===== config.mk =====
export PLATFORM = sky130hd
export DESIGN_NAME = flash_block_page_map_top
export DESIGN_NICKNAME = d
export VERILOG_FILES = /design/src/design/blkmap_pkg.sv /design/src/design/blkmap_cell.sv /design/src/design/blkmap_ctrl.sv /design/src/design/flash_block_page_map_top.sv
export SDC_FILE = /design/constraint.sdc
export NUM_CORES = 2
export LEC_CHECK = 0
export BUFFER_PORTS_ARGS = -buffer_cell sky130_fd_sc_hd__clkbuf_2
export CORE_UTILIZATION = 30
export DETAILED_ROUTE_END_ITERATION = 6
export SLEW_MARGIN = 20
export SYNTH_ARGS = -nofsm -noshare
export SYNTH_HDL_FRONTEND = slang
export SYNTH_SLANG_ARGS = --single-unit

===== constraint.sdc =====
create_clock -name clock -period 9.6 [get_ports clock]
set_input_delay 1.92 -clock clock [delete_from_list [all_inputs] [get_ports clock]]
set_output_delay 1.92 -clock clock [all_outputs]
set_load 0.02 [all_outputs]

===== src/design/blkmap_pkg.sv =====
// ----------------------------------------------------------------------------
// Block page map package
// Types, codes and defaults shared by the page map controller and its cells.
// ----------------------------------------------------------------------------
package blkmap_pkg;

   // Default values of the top level parameters.
   localparam int DEF_TABLE_ENTRIES   = 16;
   localparam int DEF_MAX_BLOCK_BYTES = 256;
   localparam int DEF_SEQ_INVALID     = 0;
   localparam int DEF_SEQ_FIRST       = 1;

   // Special block type codes and sequence values.
   localparam logic [7:0]  TYPE_NONE    = 8'h00;
   localparam logic [7:0]  TYPE_ERASED  = 8'hFF;
   localparam logic [15:0] SEQ_ALL_ONES = 16'hFFFF;

   // Register file of the configuration port.
   localparam int CSR_IDX_W = 1;
   localparam logic [CSR_IDX_W-1:0] CSR_AREA_START = 1'b0;
   localparam logic [CSR_IDX_W-1:0] CSR_AREA_LAST  = 1'b1;

   typedef enum logic [1:0] {
      MODE_SCAN   = 2'd0,
      MODE_ALLOC  = 2'd1,
      MODE_LOOKUP = 2'd2,
      MODE_CLEAR  = 2'd3
   } mode_type;

   typedef enum logic [2:0] {
      ST_OK        = 3'd0,
      ST_BAD_LEN   = 3'd1,
      ST_FULL      = 3'd2,
      ST_NOT_FOUND = 3'd3,
      ST_NO_PAGE   = 3'd4
   } status_type;

   typedef enum logic [1:0] {
      CTRL_IDLE,
      CTRL_DECODE,
      CTRL_SLOT_WAIT,
      CTRL_PAGE_SEARCH
   } ctrl_state_type;

   // A slot probe looks for a type or the first empty slot; a page probe
   // checks whether any occupied slot holds a candidate page.
   typedef enum logic {
      PROBE_SLOT,
      PROBE_PAGE
   } probe_kind_type;

   // Probe word that walks down the chain of cells, one cell per cycle.
   typedef struct packed {
      logic           valid;
      probe_kind_type kind;
      logic [15:0]    key;
      logic           inrange;
      logic           hit;
      logic           exact;
      logic [15:0]    page;
      logic [15:0]    seq;
   } probe_type;

   // Table update command broadcast to all cells.
   typedef struct packed {
      logic        clear;
      logic        wr_en;
      logic [7:0]  ent_type;
      logic [15:0] page;
      logic [15:0] seq;
   } tbl_cmd_type;

endpackage


===== src/design/blkmap_cell.sv =====
// ----------------------------------------------------------------------------
// Block page map cell
// Holds one table slot and one stage of the probe chain.
// ----------------------------------------------------------------------------
module blkmap_cell #(
   parameter int TABLE_ENTRIES = blkmap_pkg::DEF_TABLE_ENTRIES,
   parameter int CELL_IDX      = 0,
   parameter int IDX_W         = (TABLE_ENTRIES > 1) ? $clog2(TABLE_ENTRIES) : 1
) (
   input  logic                    clock,
   input  logic                    reset,
   input  blkmap_pkg::probe_type   up_probe,
   input  logic [IDX_W-1:0]        up_idx,
   output blkmap_pkg::probe_type   dn_probe,
   output logic [IDX_W-1:0]        dn_idx,
   input  blkmap_pkg::tbl_cmd_type cmd,
   input  logic [IDX_W-1:0]        cmd_idx
);

   localparam logic [IDX_W-1:0] MY_IDX = IDX_W'(CELL_IDX);

   logic [7:0]            ent_type_ff;
   logic [15:0]           ent_page_ff;
   logic [15:0]           ent_seq_ff;
   blkmap_pkg::probe_type probe_ff;
   blkmap_pkg::probe_type probe_in;
   logic [IDX_W-1:0]      idx_ff;
   logic [IDX_W-1:0]      idx_in;

   // Compare the passing probe against this slot.
   always_comb begin
      probe_in = up_probe;
      idx_in   = up_idx;
      if (up_probe.valid) begin
         case (up_probe.kind)
            blkmap_pkg::PROBE_SLOT: begin
               // The first slot that holds the type or is empty claims the probe.
               if (!up_probe.hit && (ent_type_ff == up_probe.key[7:0] ||
                                     ent_type_ff == blkmap_pkg::TYPE_NONE)) begin
                  probe_in.hit   = 1'b1;
                  probe_in.exact = (ent_type_ff == up_probe.key[7:0]);
                  probe_in.page  = ent_page_ff;
                  probe_in.seq   = ent_seq_ff;
                  idx_in         = MY_IDX;
               end
            end
            blkmap_pkg::PROBE_PAGE: begin
               if (ent_type_ff != blkmap_pkg::TYPE_NONE && ent_page_ff == up_probe.key) begin
                  probe_in.hit = 1'b1;
               end
            end
            default: begin
            end
         endcase
      end
   end

   // Probe stage register.
   always_ff @(posedge clock) begin
      if (reset) begin
         probe_ff <= '0;
         idx_ff   <= '0;
      end else begin
         probe_ff <= probe_in;
         idx_ff   <= idx_in;
      end
   end

   // Slot contents: cleared by reset or a clear command, loaded when addressed.
   always_ff @(posedge clock) begin
      if (reset || cmd.clear) begin
         ent_type_ff <= blkmap_pkg::TYPE_NONE;
         ent_page_ff <= '0;
         ent_seq_ff  <= '0;
      end else if (cmd.wr_en && cmd_idx == MY_IDX) begin
         ent_type_ff <= cmd.ent_type;
         ent_page_ff <= cmd.page;
         ent_seq_ff  <= cmd.seq;
      end
   end

   assign dn_probe = probe_ff;
   assign dn_idx   = idx_ff;

endmodule


===== src/design/blkmap_ctrl.sv =====
// ----------------------------------------------------------------------------
// Block page map controller
// Decodes a command word, launches probes into the cell chain, evaluates
// what comes out of it, updates the table and produces the result word.
// ----------------------------------------------------------------------------
module blkmap_ctrl #(
   parameter int TABLE_ENTRIES   = blkmap_pkg::DEF_TABLE_ENTRIES,
   parameter int MAX_BLOCK_BYTES = blkmap_pkg::DEF_MAX_BLOCK_BYTES,
   parameter int SEQ_INVALID     = blkmap_pkg::DEF_SEQ_INVALID,
   parameter int SEQ_FIRST       = blkmap_pkg::DEF_SEQ_FIRST,
   parameter int IDX_W           = (TABLE_ENTRIES > 1) ? $clog2(TABLE_ENTRIES) : 1
) (
   input  logic                    clock,
   input  logic                    reset,
   input  logic                    start,
   output logic                    busy,
   input  logic [1:0]              req_mode,
   input  logic [7:0]              req_block_type,
   input  logic [15:0]             req_block_len,
   input  logic [15:0]             req_hdr_seq,
   input  logic [15:0]             req_hdr_page,
   input  logic [15:0]             area_start,
   input  logic [15:0]             area_last,
   output blkmap_pkg::probe_type   launch,
   input  blkmap_pkg::probe_type   exit_probe,
   input  logic [IDX_W-1:0]        exit_idx,
   output blkmap_pkg::tbl_cmd_type cmd,
   output logic [IDX_W-1:0]        cmd_idx,
   output logic                    rsp_strobe,
   output logic [2:0]              rsp_status,
   output logic [15:0]             rsp_page_num,
   output logic [15:0]             rsp_seq_out
);

   localparam logic [15:0] SEQ_INV_V   = 16'(SEQ_INVALID);
   localparam logic [15:0] SEQ_FIRST_V = 16'(SEQ_FIRST);
   localparam logic [15:0] MAX_LEN_V   = 16'(MAX_BLOCK_BYTES);

   // Next sequence number with wrap; the all-ones and invalid values are skipped.
   function automatic logic [15:0] next_seq(input logic [15:0] s);
      logic [15:0] n;
      n = s + 16'd1;
      if (n == blkmap_pkg::SEQ_ALL_ONES || n == SEQ_INV_V) begin
         n = SEQ_FIRST_V;
      end
      return n;
   endfunction

   blkmap_pkg::ctrl_state_type state_ff, state_in;
   blkmap_pkg::mode_type       mode_ff;
   logic [7:0]                 btype_ff;
   logic [15:0]                blen_ff;
   logic [15:0]                hseq_ff;
   logic [15:0]                hpage_ff;
   logic [IDX_W-1:0]           idx_ff, idx_in;
   logic [15:0]                oldseq_ff, oldseq_in;
   logic [16:0]                cand_ff, cand_in;
   logic                       rsp_strobe_ff, rsp_strobe_in;
   blkmap_pkg::status_type     rsp_status_ff, rsp_status_in;
   logic [15:0]                rsp_page_ff, rsp_page_in;
   logic [15:0]                rsp_seq_ff, rsp_seq_in;

   logic        accept;
   logic        bad_len;
   logic        decode_launch;
   logic        slot_exit;
   logic        page_exit;
   logic [15:0] old_page;
   logic [15:0] old_seq;
   logic        scan_take;

   assign busy   = (state_ff != blkmap_pkg::CTRL_IDLE);
   assign accept = start && !busy;

   // Command checks on the captured word.
   assign bad_len = (blen_ff == 16'd0) || (blen_ff > MAX_LEN_V);
   assign decode_launch =
      (mode_ff == blkmap_pkg::MODE_SCAN) ?
         (btype_ff != blkmap_pkg::TYPE_NONE && btype_ff != blkmap_pkg::TYPE_ERASED) :
         (mode_ff != blkmap_pkg::MODE_CLEAR && !bad_len &&
          btype_ff != blkmap_pkg::TYPE_NONE);

   // Probe words leaving the chain, and the slot they found.
   assign slot_exit = exit_probe.valid && exit_probe.kind == blkmap_pkg::PROBE_SLOT;
   assign page_exit = exit_probe.valid && exit_probe.kind == blkmap_pkg::PROBE_PAGE;
   assign old_page  = exit_probe.exact ? exit_probe.page : 16'd0;
   assign old_seq   = exit_probe.exact ? exit_probe.seq : SEQ_INV_V;
   assign scan_take = (hseq_ff > old_seq);

   // Next state.
   always_comb begin
      state_in = state_ff;
      unique case (state_ff)
         blkmap_pkg::CTRL_IDLE: begin
            if (accept) begin
               state_in = blkmap_pkg::CTRL_DECODE;
            end
         end
         blkmap_pkg::CTRL_DECODE: begin
            state_in = decode_launch ? blkmap_pkg::CTRL_SLOT_WAIT : blkmap_pkg::CTRL_IDLE;
         end
         blkmap_pkg::CTRL_SLOT_WAIT: begin
            if (slot_exit) begin
               if (mode_ff == blkmap_pkg::MODE_ALLOC && exit_probe.hit) begin
                  state_in = blkmap_pkg::CTRL_PAGE_SEARCH;
               end else begin
                  state_in = blkmap_pkg::CTRL_IDLE;
               end
            end
         end
         blkmap_pkg::CTRL_PAGE_SEARCH: begin
            if (page_exit && (!exit_probe.inrange || !exit_probe.hit)) begin
               state_in = blkmap_pkg::CTRL_IDLE;
            end
         end
         default: begin
            state_in = blkmap_pkg::CTRL_IDLE;
         end
      endcase
   end

   // Outputs: probes, table commands and the result word.
   always_comb begin
      launch        = '0;
      cmd           = '0;
      cmd_idx       = '0;
      idx_in        = idx_ff;
      oldseq_in     = oldseq_ff;
      cand_in       = cand_ff;
      rsp_strobe_in = 1'b0;
      rsp_status_in = blkmap_pkg::ST_OK;
      rsp_page_in   = '0;
      rsp_seq_in    = '0;
      unique case (state_ff)
         blkmap_pkg::CTRL_IDLE: begin
         end
         blkmap_pkg::CTRL_DECODE: begin
            if (decode_launch) begin
               launch.valid = 1'b1;
               launch.kind  = blkmap_pkg::PROBE_SLOT;
               launch.key   = {8'h00, btype_ff};
            end else begin
               rsp_strobe_in = 1'b1;
               if (mode_ff == blkmap_pkg::MODE_CLEAR) begin
                  cmd.clear = 1'b1;
               end else if (mode_ff != blkmap_pkg::MODE_SCAN) begin
                  rsp_status_in = bad_len ? blkmap_pkg::ST_BAD_LEN : blkmap_pkg::ST_NOT_FOUND;
               end
            end
         end
         blkmap_pkg::CTRL_SLOT_WAIT: begin
            if (slot_exit) begin
               case (mode_ff)
                  blkmap_pkg::MODE_SCAN: begin
                     rsp_strobe_in = 1'b1;
                     if (!exit_probe.hit) begin
                        rsp_status_in = blkmap_pkg::ST_FULL;
                     end else begin
                        // Create or refresh the slot; a newer header wins.
                        cmd.wr_en    = 1'b1;
                        cmd.ent_type = btype_ff;
                        cmd.page     = scan_take ? hpage_ff : old_page;
                        cmd.seq      = scan_take ? hseq_ff : old_seq;
                        cmd_idx      = exit_idx;
                        rsp_page_in  = cmd.page;
                        rsp_seq_in   = cmd.seq;
                     end
                  end
                  blkmap_pkg::MODE_ALLOC: begin
                     if (!exit_probe.hit) begin
                        rsp_strobe_in = 1'b1;
                        rsp_status_in = blkmap_pkg::ST_FULL;
                     end else begin
                        idx_in    = exit_idx;
                        oldseq_in = old_seq;
                        cand_in   = {1'b0, area_start} + 17'd1;
                        // A new type takes its slot now, even if no page is free.
                        if (!exit_probe.exact) begin
                           cmd.wr_en    = 1'b1;
                           cmd.ent_type = btype_ff;
                           cmd.page     = '0;
                           cmd.seq      = SEQ_INV_V;
                           cmd_idx      = exit_idx;
                        end
                     end
                  end
                  default: begin
                     // Lookup.
                     rsp_strobe_in = 1'b1;
                     if (exit_probe.hit && exit_probe.exact) begin
                        rsp_page_in = exit_probe.page;
                        rsp_seq_in  = exit_probe.seq;
                     end else begin
                        rsp_status_in = blkmap_pkg::ST_NOT_FOUND;
                     end
                  end
               endcase
            end
         end
         blkmap_pkg::CTRL_PAGE_SEARCH: begin
            // Feed ascending candidate pages, one per cycle.
            launch.valid   = 1'b1;
            launch.kind    = blkmap_pkg::PROBE_PAGE;
            launch.key     = cand_ff[15:0];
            launch.inrange = (cand_ff <= {1'b0, area_last});
            cand_in        = cand_ff + 17'd1;
            // The first candidate that leaves the chain unclaimed or out of range decides.
            if (page_exit && (!exit_probe.inrange || !exit_probe.hit)) begin
               rsp_strobe_in = 1'b1;
               if (!exit_probe.inrange) begin
                  rsp_status_in = blkmap_pkg::ST_NO_PAGE;
               end else begin
                  cmd.wr_en    = 1'b1;
                  cmd.ent_type = btype_ff;
                  cmd.page     = exit_probe.key;
                  cmd.seq      = next_seq(oldseq_ff);
                  cmd_idx      = idx_ff;
                  rsp_page_in  = cmd.page;
                  rsp_seq_in   = cmd.seq;
               end
            end
         end
         default: begin
         end
      endcase
   end

   // Control registers.
   always_ff @(posedge clock) begin
      if (reset) begin
         state_ff      <= blkmap_pkg::CTRL_IDLE;
         rsp_strobe_ff <= 1'b0;
      end else begin
         state_ff      <= state_in;
         rsp_strobe_ff <= rsp_strobe_in;
      end
   end

   // Command word capture and working registers.
   always_ff @(posedge clock) begin
      if (accept) begin
         mode_ff  <= blkmap_pkg::mode_type'(req_mode);
         btype_ff <= req_block_type;
         blen_ff  <= req_block_len;
         hseq_ff  <= req_hdr_seq;
         hpage_ff <= req_hdr_page;
      end
      idx_ff        <= idx_in;
      oldseq_ff     <= oldseq_in;
      cand_ff       <= cand_in;
      rsp_status_ff <= rsp_status_in;
      rsp_page_ff   <= rsp_page_in;
      rsp_seq_ff    <= rsp_seq_in;
   end

   assign rsp_strobe   = rsp_strobe_ff;
   assign rsp_status   = rsp_status_ff;
   assign rsp_page_num = rsp_page_ff;
   assign rsp_seq_out  = rsp_seq_ff;

endmodule


===== src/design/flash_block_page_map_top.sv =====
// ----------------------------------------------------------------------------
// Flash block page map
// Clear, ignored scans and rejected commands are answered from the decode
// state; scan and lookup after the slot walk through the cell chain; allocate
// after the slot walk and the candidate page stream. One command word is in
// work at a time. Reset empties the table and sets the area to 0..65535.
// ----------------------------------------------------------------------------
module flash_block_page_map_top #(
   parameter int TABLE_ENTRIES   = blkmap_pkg::DEF_TABLE_ENTRIES,
   parameter int MAX_BLOCK_BYTES = blkmap_pkg::DEF_MAX_BLOCK_BYTES,
   parameter int SEQ_INVALID     = blkmap_pkg::DEF_SEQ_INVALID,
   parameter int SEQ_FIRST       = blkmap_pkg::DEF_SEQ_FIRST
) (
   input  logic                             clock,
   input  logic                             reset,
   input  logic                             start,
   output logic                             busy,
   input  logic [1:0]                       req_mode,
   input  logic [7:0]                       req_block_type,
   input  logic [15:0]                      req_block_len,
   input  logic [15:0]                      req_hdr_seq,
   input  logic [15:0]                      req_hdr_page,
   output logic                             rsp_strobe,
   output logic [2:0]                       rsp_status,
   output logic [15:0]                      rsp_page_num,
   output logic [15:0]                      rsp_seq_out,
   input  logic                             csr_valid,
   output logic                             csr_ready,
   input  logic [blkmap_pkg::CSR_IDX_W-1:0] csr_index,
   input  logic [15:0]                      csr_wdata
);

   localparam int IDX_W = (TABLE_ENTRIES > 1) ? $clog2(TABLE_ENTRIES) : 1;

   logic [15:0]             area_start_ff;
   logic [15:0]             area_last_ff;
   blkmap_pkg::probe_type   probe_chain [0:TABLE_ENTRIES];
   logic [IDX_W-1:0]        idx_chain   [0:TABLE_ENTRIES];
   blkmap_pkg::tbl_cmd_type cmd;
   logic [IDX_W-1:0]        cmd_idx;

   // Configuration registers; a write is taken in any cycle.
   assign csr_ready = 1'b1;

   always_ff @(posedge clock) begin
      if (reset) begin
         area_start_ff <= 16'h0000;
         area_last_ff  <= 16'hFFFF;
      end else if (csr_valid) begin
         unique case (csr_index)
            blkmap_pkg::CSR_AREA_START: area_start_ff <= csr_wdata;
            blkmap_pkg::CSR_AREA_LAST:  area_last_ff  <= csr_wdata;
            default: begin
            end
         endcase
      end
   end

   // Sequencer.
   blkmap_ctrl #(
      .TABLE_ENTRIES  (TABLE_ENTRIES),
      .MAX_BLOCK_BYTES(MAX_BLOCK_BYTES),
      .SEQ_INVALID    (SEQ_INVALID),
      .SEQ_FIRST      (SEQ_FIRST),
      .IDX_W          (IDX_W)
   ) u_ctrl (
      .clock         (clock),
      .reset         (reset),
      .start         (start),
      .busy          (busy),
      .req_mode      (req_mode),
      .req_block_type(req_block_type),
      .req_block_len (req_block_len),
      .req_hdr_seq   (req_hdr_seq),
      .req_hdr_page  (req_hdr_page),
      .area_start    (area_start_ff),
      .area_last     (area_last_ff),
      .launch        (probe_chain[0]),
      .exit_probe    (probe_chain[TABLE_ENTRIES]),
      .exit_idx      (idx_chain[TABLE_ENTRIES]),
      .cmd           (cmd),
      .cmd_idx       (cmd_idx),
      .rsp_strobe    (rsp_strobe),
      .rsp_status    (rsp_status),
      .rsp_page_num  (rsp_page_num),
      .rsp_seq_out   (rsp_seq_out)
   );

   assign idx_chain[0] = '0;

   // Chain of table cells; probes move one cell per cycle.
   for (genvar g = 0; g < TABLE_ENTRIES; g++) begin : g_cell
      blkmap_cell #(
         .TABLE_ENTRIES(TABLE_ENTRIES),
         .CELL_IDX     (g),
         .IDX_W        (IDX_W)
      ) u_cell (
         .clock   (clock),
         .reset   (reset),
         .up_probe(probe_chain[g]),
         .up_idx  (idx_chain[g]),
         .dn_probe(probe_chain[g+1]),
         .dn_idx  (idx_chain[g+1]),
         .cmd     (cmd),
         .cmd_idx (cmd_idx)
      );
   end

endmodule


==> metrics <==
Starting Density=30.2%; adder-cell share of the synthesized area=0.759%; largest net degree at the start of global routing=222; PwrDens=197 nW/um2; post-CTS setup buffers=0; fin crit share=49.0%; Reg2Reg Depth=11; Crit path max-delay family=compound AO/OA/AOI/OAI gates; drt drc=0; critical path peak fanout=22; Critical-path top delay cell=a311oi_4; row count=167; launching point of the worst reg2reg path=g_cell[15].u_cell.dn_probe[32]; Synth Instances=6289; layout cells sized above 1=8.55%; PortBufs=115; Antenna Nets Post-Route=0; RSZ-0062 raised after global routing=false; leakage=0.0272 uW; hpwl dp=103 mm; R2R Path End=g_cell[10].u_cell.ent_seq_ff[10]; Core Area=207000 um2; CTS Hold Bufs=0; initial antenna violation count=3; Seq cells post-synth=1702; Via density=4.65; Setup crit end=g_cell[10].u_cell.ent_seq_ff[10]; Filler cells=20818; CTS Buffer Depth=3; hold crit path type=flip-flop to flip-flop; H-tree Lvls=4; Rel. slew slack=24.1%; number of max-cap violations=0; critical path required time=10.21 ns; syn_nets=6406; Placer Congestion=0.869; Die W=459 um; TNS Setup=0 ns; post-synthesis mux area share=8.43%; CP peak stage delay=1.00 ns; combinational family with the most area after synthesis=simple AND/OR/NAND/NOR gates; multi-input logic area=25900 um2; Crit Path Category=flip-flop to flip-flop; Critical Path AT=5.32 ns; Clk pin slew, worst setup/hold paths=0.06 ns; grt total ovfl=0; TritonCTS clock tree=built; cts bufs inserted=163; CP bufs+invs=1; Register Area=35000 um2; YS warnings=0; sequential share of the synthesized area=55.9%; via count=42438; final design utilization=34.5%; reg-to-reg slack, setup=4.89 ns; Post-synth EDFFs=95; Fmax achieved=212 MHz; first drt pass iteration count=5; Syn Area/Cell=9.96 um2; most common cell after layout, fill and taps aside=dfxtp_1; Post-Synth XOR/XNOR Area=5.72%; WL/cell=17.0 um; Synth async-reset ratio=0%; Hold Fails Final Rpt=0; Peak VDD IR=0.193 mV; status=completed; Top-Level Pins=117; area grow syn2layout=14.2%; post-CTS sizing=0; Detailed Route Iter0 Violations=2592; most frequent cells in the layout=1607 x dfxtp_1, 981 x nor2_1, 526 x mux2i_1; critical path launch point=g_cell[15].u_cell.dn_probe[32]; Synth Area in Simple Gates=15.3%; Worst setup SP type=flip-flop; Levels on crit path=11; clk sinks=1702; Die Span Y=459 um; top_reg_cell synth=dfxtp_1; Cell variety after synth=76; first-pass GRT wire length=242 mm; Compound-Gate Fraction of Synth Area=10.6%; Final nets=6313; Die ar.=211000 um2; total track usage=14.4%; Setup-failing EPs final=0; CTS Root Buffer Type=clkbuf_16; worst path cell trace=buf_4 > nand2_1 > ha_1 > nand3_1 > or4_1 > a21o_1 > o211ai_2 > nor2b_4 > nor3_1 > a311oi_4 > a21oi_1; Post-Syn Area=62600 um2; routed wire length=155 mm; Clk Latency, worst-skew pair=0.80 ns; CP Capture Type=flip-flop; Slew @ Worst Pin=1.14 ns; skew final=0.0408 ns; vias in the first global route=41697; fin crit period=4.71 ns; Max Transition Viols Final=0
## cell usage after synthesis, drive strengths merged, types with 6 or more instances
cell type,instances,share of area [%]
nor3,35,0.28
xnor2,40,0.56
a211o,17,0.24
nand2,388,2.3
o22ai,6,0.060
edfxtp,95,4.6
or4,7,0.084
nor3b,35,0.43
a21oi,329,2.6
nor4,118,1.2
xor2,369,5.2
a32o,17,0.27
nand4,35,0.37
inv,42,0.25
buf,93,0.76
nor2,984,5.9
o31ai,6,0.094
a311oi,11,0.39
and2,31,0.31
a211oi,340,4.1
a21o,27,0.32
nand3,50,0.41
ha,38,0.76
and3,27,0.27
a31oi,37,0.37
nor2b,347,3.5
and4,6,0.084
o21ai,205,1.6
mux2i,526,8.4
dfxtp,1607,51
clkbuf,367,2.2
## flip-flops by register name, summed over array words and instances, names as in the netlist
signal	count
u_ctrl.hseq_ff	16
area_last_ff	16
g_cell.u_cell.ent_page_ff	256
g_cell.u_cell.dn_idx	49
area_start_ff	16
u_ctrl.rsp_seq_out	16
g_cell.u_cell.ent_seq_ff	256
u_ctrl.rsp_page_num	16
u_ctrl.mode_ff	2
u_ctrl.idx_ff	4
g_cell.u_cell.ent_type_ff	128
g_cell.u_cell.dn_probe	848
u_ctrl.rsp_status	3
u_ctrl.cand_ff	17
u_ctrl.state_ff	2
u_ctrl.btype_ff	8
u_ctrl.oldseq_ff	16
u_ctrl.blen_ff	16
u_ctrl.rsp_strobe	1
u_ctrl.hpage_ff	16
## area by class of cell
cell class,instances,area share [%]
repair buffers,202,1.82
clock inverters,49,0.940
flip-flops and latches,1702,49.0
diodes,5,0.0175
clock buffers,250,6.91
multi-input cells,4085,36.2
inverters,42,0.221
well taps,2788,4.88
## per-layer routing
metal	track usage [%]	vias to the layer above	part of all wire (%)	routed length [um]
met5	0	-	0.0090	14
met4	4.43	2	2.5	3870
met3	2.16	235	4.2	6580
met2	23.9	825	46	71700
met1	19.3	20128	47	72700
li1	-	21248	-	-
## worst min-delay path by stage
stage / from / endpoint / slack [ns] / depth (start not counted)
2_1_floorplan: g_cell[15].u_cell.dn_probe[0] / u_ctrl.rsp_seq_out[0] / 0.41 / 2
3_3_place_gp: g_cell[7].u_cell.dn_probe[34] / g_cell[8].u_cell.dn_probe[34] / 0.42 / 1
3_5_place_dp: g_cell[14].u_cell.dn_probe[34] / g_cell[15].u_cell.dn_probe[34] / 0.43 / 1
4_1_cts: g_cell[14].u_cell.dn_probe[34] / g_cell[15].u_cell.dn_probe[34] / 0.42 / 1
5_1_grt: g_cell[14].u_cell.dn_probe[34] / g_cell[15].u_cell.dn_probe[34] / 0.43 / 1
6_report: g_cell[14].u_cell.dn_probe[34] / g_cell[15].u_cell.dn_probe[34] / 0.41 / 1
## power breakdown
part | internal [uW] | switching, uW
combinational | 71.2 | 217
sequential | 7160 | 32.1
clock | 3840 | 2760
## metrics by stage
stage | power (uW) | cells | area (um2) | hold WS (ns) | setup WS, ns
2_1_floorplan | 7530 | 6289 | 62600 | 0.408 | 5.76
3_3_place_gp | 7640 | 8819 | 65800 | 0.419 | 4.47
3_5_place_dp | 7640 | 8819 | 65800 | 0.426 | 4.41
4_1_cts | 14200 | 9118 | 71500 | 0.421 | 4.60
5_1_grt | 14600 | 9120 | 71500 | 0.431 | 4.68
6_report | 14100 | 9123 | 71500 | 0.414 | 4.89
## cell families (layout without fill, tap and decap cells)
logic type               after synthesis  count (layout)
XOR/XNOR                             409             409
buffers and inverters                502             543
AO/OA/AOI/OAI                       1032            1032
other                                  1               6
flip-flops                          1702            1702
multiplexers                         527             527
AND/OR/NAND/NOR                     2078            2078
adder cells (fa/ha/maj)               38              38
## worst reg2reg max path, stage by stage (launching register included)
cell	delay [ns]
dfxtp_1	0.31
buf_4	0.29
nand2_1	0.17
ha_1	0.34
nand3_1	0.10
or4_1	0.63
a21o_1	0.22
o211ai_2	0.38
nor2b_4	0.74
nor3_1	0.16
a311oi_4	1.00
a21oi_1	0.19
(Power assumes the default switching activity.)
